[config.mk]
export PLATFORM = sky130hd
export DESIGN_NAME = scaled_random_dither_source
export DESIGN_NICKNAME = d
export VERILOG_FILES = /design/src/rtl/srds_pkg.sv /design/src/rtl/srds_ctrl.sv /design/src/rtl/srds_datapath.sv /design/src/rtl/scaled_random_dither_source.sv
export SDC_FILE = /design/constraint.sdc
export NUM_CORES = 2
export LEC_CHECK = 0
export BUFFER_PORTS_ARGS = -buffer_cell sky130_fd_sc_hd__buf_2
export CAP_MARGIN = 15
export CORE_MARGIN = 2
export CORE_UTILIZATION = 60
export DETAILED_ROUTE_END_ITERATION = 10
export PLACE_DENSITY = 0.77
export REMOVE_ABC_BUFFERS = 1
export SETUP_SLACK_MARGIN = 0.5
export SLEW_MARGIN = 10
export SYNTH_ARGS = -nofsm -noshare
export SYNTH_HDL_FRONTEND = slang
export SYNTH_HIERARCHICAL = 1
export SYNTH_SLANG_ARGS = --single-unit
[constraint.sdc]
create_clock -name clock -period 10.8 [get_ports clock]
set_input_delay 1.62 -clock clock [delete_from_list [all_inputs] [get_ports clock]]
set_output_delay 1.62 -clock clock [all_outputs]
set_load 0.01 [all_outputs]
[src/rtl/srds_pkg.sv]
package srds_pkg;

   localparam int RANGE_BITS_DEF = 16;
   localparam int RANGE_W        = 16;
   localparam int DITHER_W       = 17;
   localparam int SEED_W         = 32;
   localparam int MAG_W          = 52;
   localparam int CHUNK_W        = 26;
   localparam int FRAC_W         = 51;
   localparam int CSR_IDX_W      = 2;
   localparam int TDATA_IN_W     = 16;
   localparam int TDATA_OUT_W    = 56;

   localparam logic [SEED_W-1:0] LCG_MUL = 32'd1664525;
   localparam logic [SEED_W-1:0] LCG_INC = 32'd1013904223;
   localparam logic [MAG_W-1:0]  HALF_SCALE = 52'd1 << FRAC_W;

   localparam logic MODE_XOR = 1'b0;
   localparam logic MODE_LCG = 1'b1;

   localparam logic [CSR_IDX_W-1:0] REG_MODE = 2'd0;
   localparam logic [CSR_IDX_W-1:0] REG_SEED = 2'd1;

   // one step of the datapath per flag
   typedef struct packed {
      logic capture;
      logic gen;
      logic mag;
      logic mul_lo;
      logic mul_hi;
      logic acc;
      logic out_load;
   } cmd_type;

endpackage

[src/rtl/srds_ctrl.sv]
module srds_ctrl (
   input  logic              clock,
   input  logic              reset,
   input  logic              req_tvalid,
   output logic              req_tready,
   output logic              rsp_tvalid,
   input  logic              rsp_tready,
   output srds_pkg::cmd_type cmd
);

   typedef enum logic [2:0] {
      ST_IDLE,
      ST_GEN,
      ST_MAG,
      ST_MUL_LO,
      ST_MUL_HI,
      ST_ACC,
      ST_DONE
   } state_type;

   state_type state_ff, state_in;
   logic      valid_ff, valid_in;

   always_comb begin
      cmd        = '0;
      state_in   = state_ff;
      valid_in   = valid_ff;
      req_tready = (state_ff == ST_IDLE);
      if (valid_ff && rsp_tready) begin
         valid_in = 1'b0;
      end
      case (state_ff)
         ST_IDLE: begin
            if (req_tvalid) begin
               cmd.capture = 1'b1;
               state_in    = ST_GEN;
            end
         end
         ST_GEN: begin
            cmd.gen  = 1'b1;
            state_in = ST_MAG;
         end
         ST_MAG: begin
            cmd.mag  = 1'b1;
            state_in = ST_MUL_LO;
         end
         ST_MUL_LO: begin
            cmd.mul_lo = 1'b1;
            state_in   = ST_MUL_HI;
         end
         ST_MUL_HI: begin
            cmd.mul_hi = 1'b1;
            state_in   = ST_ACC;
         end
         ST_ACC: begin
            cmd.acc  = 1'b1;
            state_in = ST_DONE;
         end
         ST_DONE: begin
            // wait until the output register is free or being drained
            if (!valid_ff || rsp_tready) begin
               cmd.out_load = 1'b1;
               valid_in     = 1'b1;
               state_in     = ST_IDLE;
            end
         end
         default: begin
            state_in = ST_IDLE;
         end
      endcase
   end

   always_ff @(posedge clock) begin
      if (reset) begin
         state_ff <= ST_IDLE;
         valid_ff <= 1'b0;
      end else begin
         state_ff <= state_in;
         valid_ff <= valid_in;
      end
   end

   assign rsp_tvalid = valid_ff;

endmodule

[src/rtl/srds_datapath.sv]
module srds_datapath #(
   parameter int RANGE_BITS = srds_pkg::RANGE_BITS_DEF
) (
   input  logic                                   clock,
   input  logic                                   reset,
   input  logic                                   csr_wr_en,
   input  logic [srds_pkg::CSR_IDX_W-1:0]         csr_index,
   input  logic [srds_pkg::SEED_W-1:0]            csr_wr_data,
   input  logic [srds_pkg::RANGE_W-1:0]           req_range,
   input  srds_pkg::cmd_type                      cmd,
   output logic signed [srds_pkg::DITHER_W-1:0]   rsp_dither,
   output logic [srds_pkg::SEED_W-1:0]            rsp_seed
);

   localparam int RW = (RANGE_BITS < srds_pkg::RANGE_W) ? RANGE_BITS : srds_pkg::RANGE_W;
   localparam int PW = srds_pkg::CHUNK_W + RW;
   localparam int AW = srds_pkg::MAG_W + RW;
   localparam int QW = AW - srds_pkg::FRAC_W;

   logic                                 mode_ff;
   logic [srds_pkg::SEED_W-1:0]          seed_ff, seed_in;
   logic [RW-1:0]                        r_ff;
   logic [srds_pkg::MAG_W-1:0]           mag_ff, mag_in;
   logic [PW-1:0]                        prod_ff, prod_in;
   logic [AW-1:0]                        acc_ff;
   logic signed [srds_pkg::DITHER_W-1:0] dither_ff, dither_in;
   logic [srds_pkg::SEED_W-1:0]          out_seed_ff;

   logic [srds_pkg::SEED_W-1:0]  sh, t, xor_next, lcg_next;
   logic [srds_pkg::MAG_W-1:0]   m_val;
   logic [srds_pkg::CHUNK_W-1:0] mul_a;
   logic [QW-1:0]                q_val;
   logic [srds_pkg::DITHER_W-1:0] q_mag;

   always_comb begin
      sh       = seed_ff << 13;
      t        = ((sh ^ seed_ff) >> 17) ^ sh ^ seed_ff;
      xor_next = (t << 5) ^ t;
      lcg_next = seed_ff * srds_pkg::LCG_MUL + srds_pkg::LCG_INC;
      seed_in  = (mode_ff == srds_pkg::MODE_LCG) ? lcg_next : xor_next;

      // spread the seed to 52 bits and take the distance from the midpoint
      m_val  = {seed_ff, seed_ff[srds_pkg::SEED_W-1:12]};
      mag_in = seed_ff[srds_pkg::SEED_W-1] ? (m_val - srds_pkg::HALF_SCALE)
                                            : (srds_pkg::HALF_SCALE - m_val);

      mul_a   = cmd.mul_hi ? mag_ff[srds_pkg::MAG_W-1:srds_pkg::CHUNK_W]
                           : mag_ff[srds_pkg::CHUNK_W-1:0];
      prod_in = PW'(mul_a) * PW'(r_ff);

      q_val     = acc_ff[AW-1:srds_pkg::FRAC_W] + QW'(acc_ff[srds_pkg::FRAC_W-1]);
      q_mag     = srds_pkg::DITHER_W'(q_val);
      dither_in = seed_ff[srds_pkg::SEED_W-1] ? signed'(q_mag) : -signed'(q_mag);
   end

   always_ff @(posedge clock) begin
      if (reset) begin
         mode_ff <= srds_pkg::MODE_LCG;
         seed_ff <= '0;
      end else if (csr_wr_en && csr_index == srds_pkg::REG_MODE) begin
         mode_ff <= csr_wr_data[0];
      end else if (csr_wr_en && csr_index == srds_pkg::REG_SEED) begin
         seed_ff <= csr_wr_data;
      end else if (cmd.gen) begin
         seed_ff <= seed_in;
      end
   end

   always_ff @(posedge clock) begin
      if (cmd.capture) begin
         r_ff <= req_range[RW-1:0];
      end
      if (cmd.mag) begin
         mag_ff <= mag_in;
      end
      if (cmd.mul_lo || cmd.mul_hi) begin
         prod_ff <= prod_in;
      end
      if (cmd.mul_hi) begin
         acc_ff <= AW'(prod_ff);
      end else if (cmd.acc) begin
         acc_ff <= acc_ff + {prod_ff, srds_pkg::CHUNK_W'(0)};
      end
      if (cmd.out_load) begin
         dither_ff   <= dither_in;
         out_seed_ff <= seed_ff;
      end
   end

   assign rsp_dither = dither_ff;
   assign rsp_seed   = out_seed_ff;

endmodule

[src/rtl/scaled_random_dither_source.sv]
// Scaled random dither source. Each request transaction advances a 32-bit
// seed (shift-xor or linear congruential, chosen by register 0) and returns
// one signed value, the seed scaled to [-range, range] and rounded half away
// from zero, together with the new seed. One item is in work at a time: after
// acceptance the block runs the seed step, the magnitude step and two passes
// through a shared 26 x 16 multiplier with an accumulate, then loads the
// result once the output register is free. A finished result waits in the
// output register, so the next request is taken while it
// is pending. Writing the seed register (index 1) also reloads the running
// seed; write registers only while the block is idle.
module scaled_random_dither_source #(
   parameter int RANGE_BITS = srds_pkg::RANGE_BITS_DEF
) (
   input  logic                                 clock,
   input  logic                                 reset,
   input  logic                                 req_tvalid,
   output logic                                 req_tready,
   // [15:0] scale_range
   input  logic [srds_pkg::TDATA_IN_W-1:0]      req_tdata,
   output logic                                 rsp_tvalid,
   input  logic                                 rsp_tready,
   // [16:0] dither_value, [48:17] new_seed, [55:49] zero
   output logic [srds_pkg::TDATA_OUT_W-1:0]     rsp_tdata,
   input  logic                                 csr_wr_en,
   input  logic [srds_pkg::CSR_IDX_W-1:0]       csr_index,
   input  logic [srds_pkg::SEED_W-1:0]          csr_wr_data
);

   srds_pkg::cmd_type                    cmd;
   logic signed [srds_pkg::DITHER_W-1:0] dither;
   logic [srds_pkg::SEED_W-1:0]          new_seed;

   srds_ctrl u_ctrl (
      .clock      (clock),
      .reset      (reset),
      .req_tvalid (req_tvalid),
      .req_tready (req_tready),
      .rsp_tvalid (rsp_tvalid),
      .rsp_tready (rsp_tready),
      .cmd        (cmd)
   );

   srds_datapath #(
      .RANGE_BITS (RANGE_BITS)
   ) u_datapath (
      .clock       (clock),
      .reset       (reset),
      .csr_wr_en   (csr_wr_en),
      .csr_index   (csr_index),
      .csr_wr_data (csr_wr_data),
      .req_range   (req_tdata[srds_pkg::RANGE_W-1:0]),
      .cmd         (cmd),
      .rsp_dither  (dither),
      .rsp_seed    (new_seed)
   );

   assign rsp_tdata = {
      (srds_pkg::TDATA_OUT_W - srds_pkg::DITHER_W - srds_pkg::SEED_W)'(0),
      new_seed, dither};

   // no new transaction while one is in work
   a_busy_after_accept: assert property (@(posedge clock) disable iff (reset)
      (req_tvalid && req_tready) |=> !req_tready)
      else $error("request accepted while busy");

   a_valid_from_load: assert property (@(posedge clock) disable iff (reset)
      $rose(rsp_tvalid) |-> $past(cmd.out_load))
      else $error("result valid without a load");

   // negative values only come from seeds below the midpoint
   a_sign_matches_seed: assert property (@(posedge clock) disable iff (reset)
      (rsp_tvalid && dither[srds_pkg::DITHER_W-1]) |-> !new_seed[srds_pkg::SEED_W-1])
      else $error("dither sign does not match seed");

   a_load_only_when_free: assert property (@(posedge clock) disable iff (reset)
      (cmd.out_load && rsp_tvalid) |-> rsp_tready)
      else $error("pending result overwritten");

endmodule

; ---- Yosys cells after proc, flatten, opt, wreduce, memory -nomap -nowiden
; Index checks and enable logic that the tools add are counted.
; W data, S select, Z words.
[op_classes]
bitwise_logic = 5
n_lt_le_gt_ge = 0
shifts = 0
mul = 2
eq_ne = 9
muxes = 23
reduce_logical = 12
div_mod_pow = 0
n_addsub = 6
[op_table]
columns = op, n
row1 = $mux W32, 3
row2 = $xor A32 B32 Y32, 3
row3 = $mux W42, 2
row4 = $add A68 B68 Y68, 1
row5 = $mux W52, 1
row6 = $sub A52 B52 Y52 const A, 1
row7 = $sub A52 B52 Y52 const B, 1
row8 = $mul A26 B16 Y42, 1
row9 = $add A32 B30 Y32 const B, 1
row10 = $mul A32 B21 Y32 const B, 1
row11 = $xor A15 B32 Y32, 1
row12 = $mux W26, 1
row13 = $pmux W3 S7, 1
row14 = $add A17 B1 Y17, 1
row15 = $mux W17, 1
row16 = $neg A17 Y17, 1
row17 = $mux W1, 12
row18 = $eq A3 B3 Y1 const B, 3
row19 = $eq A3 B2 Y1 const B, 2
row20 = $mux W3, 2
row21 = $reduce_and A2 Y1, 2
row22 = $reduce_bool A2 Y1, 2
row23 = $eq A3 B1 Y1 const B, 1
row24 = $logic_and A1 B1 Y1, 3
row25 = 8 further kinds, 9
[totals]
elab_cells = 68
latchBits = 0
mem_count = 0
out_inout_bits = 58
rom_bits = 0
ram_bits = 0
ff_bits = 264
inputBits = 55

; ---- Longest topological paths before layout
[logic_depth]
depth_word = 7
ltp_mapped = 30
mapped_depth_nobuf = 27

; ---- By module
; The synthesis kept the hierarchy.
[by_module_without_submodules]
columns = mod, area_per_inst_um2, n_inst, cells_per_inst, seq_area_each_um2
row1 = srds_datapath, 32875.3, 1, 3427, 6436.2
row2 = srds_ctrl, 235.2, 1, 27, 80.1
row3 = scaled_random_dither_source, 56.3, 1, 8, 0.0

; ---- Least setup slack after synthesis
; Ideal clock, no wire load.
[synth_timing]
path_kind = reg2reg
startpoint = register u_ctrl.state_ff[2]
endpoint = register u_datapath.prod_ff[39], data pin
n_path_buf = 3
t_required_ns = 10.540
period_less_slack_ns = 7.571
slack_ns = 3.229
stages_incl_launch_ff = 28
setup_ns = 0.260
t_arrival_ns = 7.311
path_cell_list = dfxtp_1 > buf_4 > inv_1 > nor3_1 > buf_1 > mux2_2 > clkbuf_1 > and2_1 > fa_1 > inv_1 > fa_1 > inv_1 > fa_1 > fa_1 > fa_1 > inv_1 > fa_1 > inv_1 > ha_1 > nand2_2 > or3_4 > o311ai_4 > a31oi_4 > o21ai_1 > or4b_1 > a21oi_2 > mux2i_1 > nand2_1
[synth_lines]
columns = element, line_no
row1 = "start, declared", srds_ctrl.sv:21  ; state_type state_ff, state_in;
row2 = "start signal, assigned", srds_ctrl.sv:78  ; state_ff <= state_in;
row3 = "end signal, assigned", srds_datapath.sv:77  ; prod_ff <= prod_in;
row4 = "end, declared", srds_datapath.sv:24  ; logic [PW-1:0] prod_ff, prod_in;

==> results.md <==
* Die height at 239 µm
* DR vias at 24500
* Reg clk slew, reported paths at 0.06 ns
* Largest cells by area after synthesis: fa_1 29%, edfxtp_1 16%, ha_1 13%
* FFs w/ async S/R, synth at 0
* Post-synthesis cell count at 3462
* H-Tree Depth at 1
* Largest net degree at the start of global routing at 55
* Prevailing post-synth register cell: edfxtp_1
* Required time worst endpoint at 11.14 ns
* Die Width at 239 µm
* Cell type with the largest total area after synthesis: fa_1
* Hold buffer count at cts at 0
* Routed WL at 87100 µm
* Core Footprint at 54900 µm²
* Share of layout cells above drive strength 1 at 0.0733
* CP max FO at 53
* Total GRT Usage at 0.312
* Setup TNS at 0 ns
* Gpl congestion at 0.964
* HP Start: u_datapath/acc_ff[46]
* Final min period at 8.22 ns
* Global-route wire length before repair at 137000 µm
* PostCTS Resize Cnt at 0
* Port bufs at 105
* DRT Pass-1 Iters at 6
* Worst Hold Class: reg -> reg
* # rows at 86
* Max-cap violations at 0
* Starting Density at 0.604
* Ports at 113
* Hold slack final at 0.482 ns
* GRT Residual Overflow at 0
* Critical path endpoint category: flop
* CTS Buffer Depth at 3
* DPL Wire Length at 66600 µm
* Starting DRT DRC Count at 2105
* DR WL met3 at 7550 µm
* Post-synth EDFFs at 175
* CTS Buf Count at 29
* Layout net count at 4367
* Hold Violations, Final at 0
* Vias in the first global route at 25100
* Max Freq at 0.122 GHz
* Post-Syn Area at 33200 µm²
* Vias/cell at 5.81
* Critical path class: reg -> reg
* CTS sink count at 238
* Drt wl/cell at 20.6 µm
* Sequential area share after synthesis at 0.196
* Final ANT Viol Nets at 0
* Ys Warns at 6
* Worst skew pair latency at 0.62 ns
* Status: completed
* Clk_skew at 0.0408 ns
* Slew margin rel. at 0.184
* Final slew viol count at 0
* Clock Tree Root: clkbuf_16
* TritonCTS clock tree: done
* Synth-to-Final Area Change at 6.49%
* Worst r2r src: u_ctrl/state_ff[2]
* Unrepaired setup endpoints after global routing: false
* Arrival time worst endpoint at 8.55 ns
* Antenna violations before repair at 0
* Syn Area/Cell at 9.58 µm²
* Routed wl met2 at 39700 µm
* #FFs+latches synth at 238
* Max layer used: met4
* Post-synth top area share at 0.286
* DRC at 0
* CP Launch Type: flop
* Yosys cell types at 89
* Tcrit/Tclk final at 0.761
* Fin worst setup slack at 2.58 ns
* ANT cells at 0
* Final setup viols at 0
* Setup slack at placement at 2.67 ns
* DIE AREA at 57200 µm²
* # Post-CTS Setup Buffers at 0
* CP Launch Point: u_ctrl/state_ff[2]
* M1 WL at 36100 µm
* Actual slew at the worst max-slew pin at 1.22 ns
final timing paths:
path         cells past startpoint                endpoint  slack (ns)
min reg2reg                      2   u_datapath/acc_ff[46]        0.48
max                             25  u_datapath/prod_ff[39]        2.58
min                              2   u_datapath/acc_ff[46]        0.48
max reg2reg                     25  u_datapath/prod_ff[39]        2.58
metal layers:
metal / GRT usage / vias up
li1: - / 11100
met2: 0.490 / 1142
met5: 0 / -
met4: 0.128 / 0
met1: 0.433 / 12000
met3: 0.0487 / 254
Yosys cell counts, types with 9 or more instances:
cell type  count
nand2_1      338
and2_1       193
edfxtp_1     175
nor2_1       139
buf_1         12
a21o_1        41
a21oi_1      133
or2_2         10
a31oi_1       23
o21a_1        17
buf_4          9
a211oi_1      38
nor2b_1       16
inv_1        665
o21ai_0       79
ha_1         342
o21bai_1      15
mux2i_1       13
nor3_1        40
mux2_2        30
clkbuf_1     113
xor2_1        62
nand2b_1      15
fa_1         474
dfxtp_1       63
xnor2_1      194
nand4_1       15
and3_1        22
nand3_1       34
cell families after synthesis:
logic type                 after synthesis  synth area share
other                                    1          0.000113
AOI/OAI and AO/OA                      447            0.0896
adders and majority gates              816             0.415
DFF                                    238             0.196
and+or+nand+nor                        856             0.124
buffers and inverters                  804            0.0923
xor gates and xnor gates               256            0.0676
muxes                                   44            0.0144
worst max-delay path, cell delays in order (launching register included):
cell and delay (ns):
dfxtp_1 0.50, inv_1 0.14, nor3_2 0.18, buf_4 0.34
buf_4 0.50, mux2_2 0.52, nand2_1 0.14, fa_1 0.54
fa_1 0.49, inv_1 0.05, fa_1 0.51, fa_1 0.43
fa_1 0.49, inv_1 0.05, fa_1 0.47, inv_1 0.04
ha_1 0.37, nand2_2 0.09, or3_4 0.39, o311ai_4 0.34
a31oi_4 0.16, o21ai_1 0.17, or4b_1 0.48, a21oi_2 0.22
mux2i_1 0.21, nand2_1 0.07
layout by cell type, fill, tap and decap left out, drive strengths merged, types with 16 or more instances in the layout:
master,synthesis,layout
a31oi,25,25
o21ai,87,87
edfxtp,175,175
nand3,34,34
clkbuf,113,34
a21o,41,41
nand2,339,339
fa,474,474
xnor2,194,194
and3,23,23
nor3,41,41
mux2,31,31
a211oi,40,40
inv,666,669
a21oi,136,136
o21a,17,17
dfxtp,63,63
nor2b,16,16
nor2,139,139
ha,342,342
and2,193,193
buf,24,134
xor2,62,62
final cells by class:
class / count / area [µm²]
clock buffers: 34 / 754
clock inverters: 20 / 265
fillers: 4367 / 19600
inverters: 667 / 2500
multi-input cells: 2426 / 23600
flip-flops and latches: 238 / 6520
well taps: 704 / 881
repair buffers: 134 / 763
through the flow:
| stage | util | instance area, µm² | std cells |
|---|---|---|---|
| floorplan | - | 32600 | 3331 |
| detailed placement | 0.625 | 34300 | 4168 |
| global placement | 0.625 | 34300 | 4168 |
| finish | 0.644 | 35300 | 4223 |
| CTS | 0.643 | 35300 | 4222 |
| global route | 0.644 | 35300 | 4223 |
registers in the layout, indices dropped and copies added, names as in the netlist, 3 cells and up:
register / cells
u_datapath/mag_ff: 52
u_ctrl/state_ff: 3
u_datapath/prod_ff: 42
u_datapath/acc_ff: 42
u_datapath/rsp_seed: 32
u_datapath/r_ff: 16
u_datapath/seed_ff: 32
u_datapath/rsp_dither: 17
Power is not shown: default switching activity piles up to over one toggle a cycle in this logic, so the estimate is an artifact.
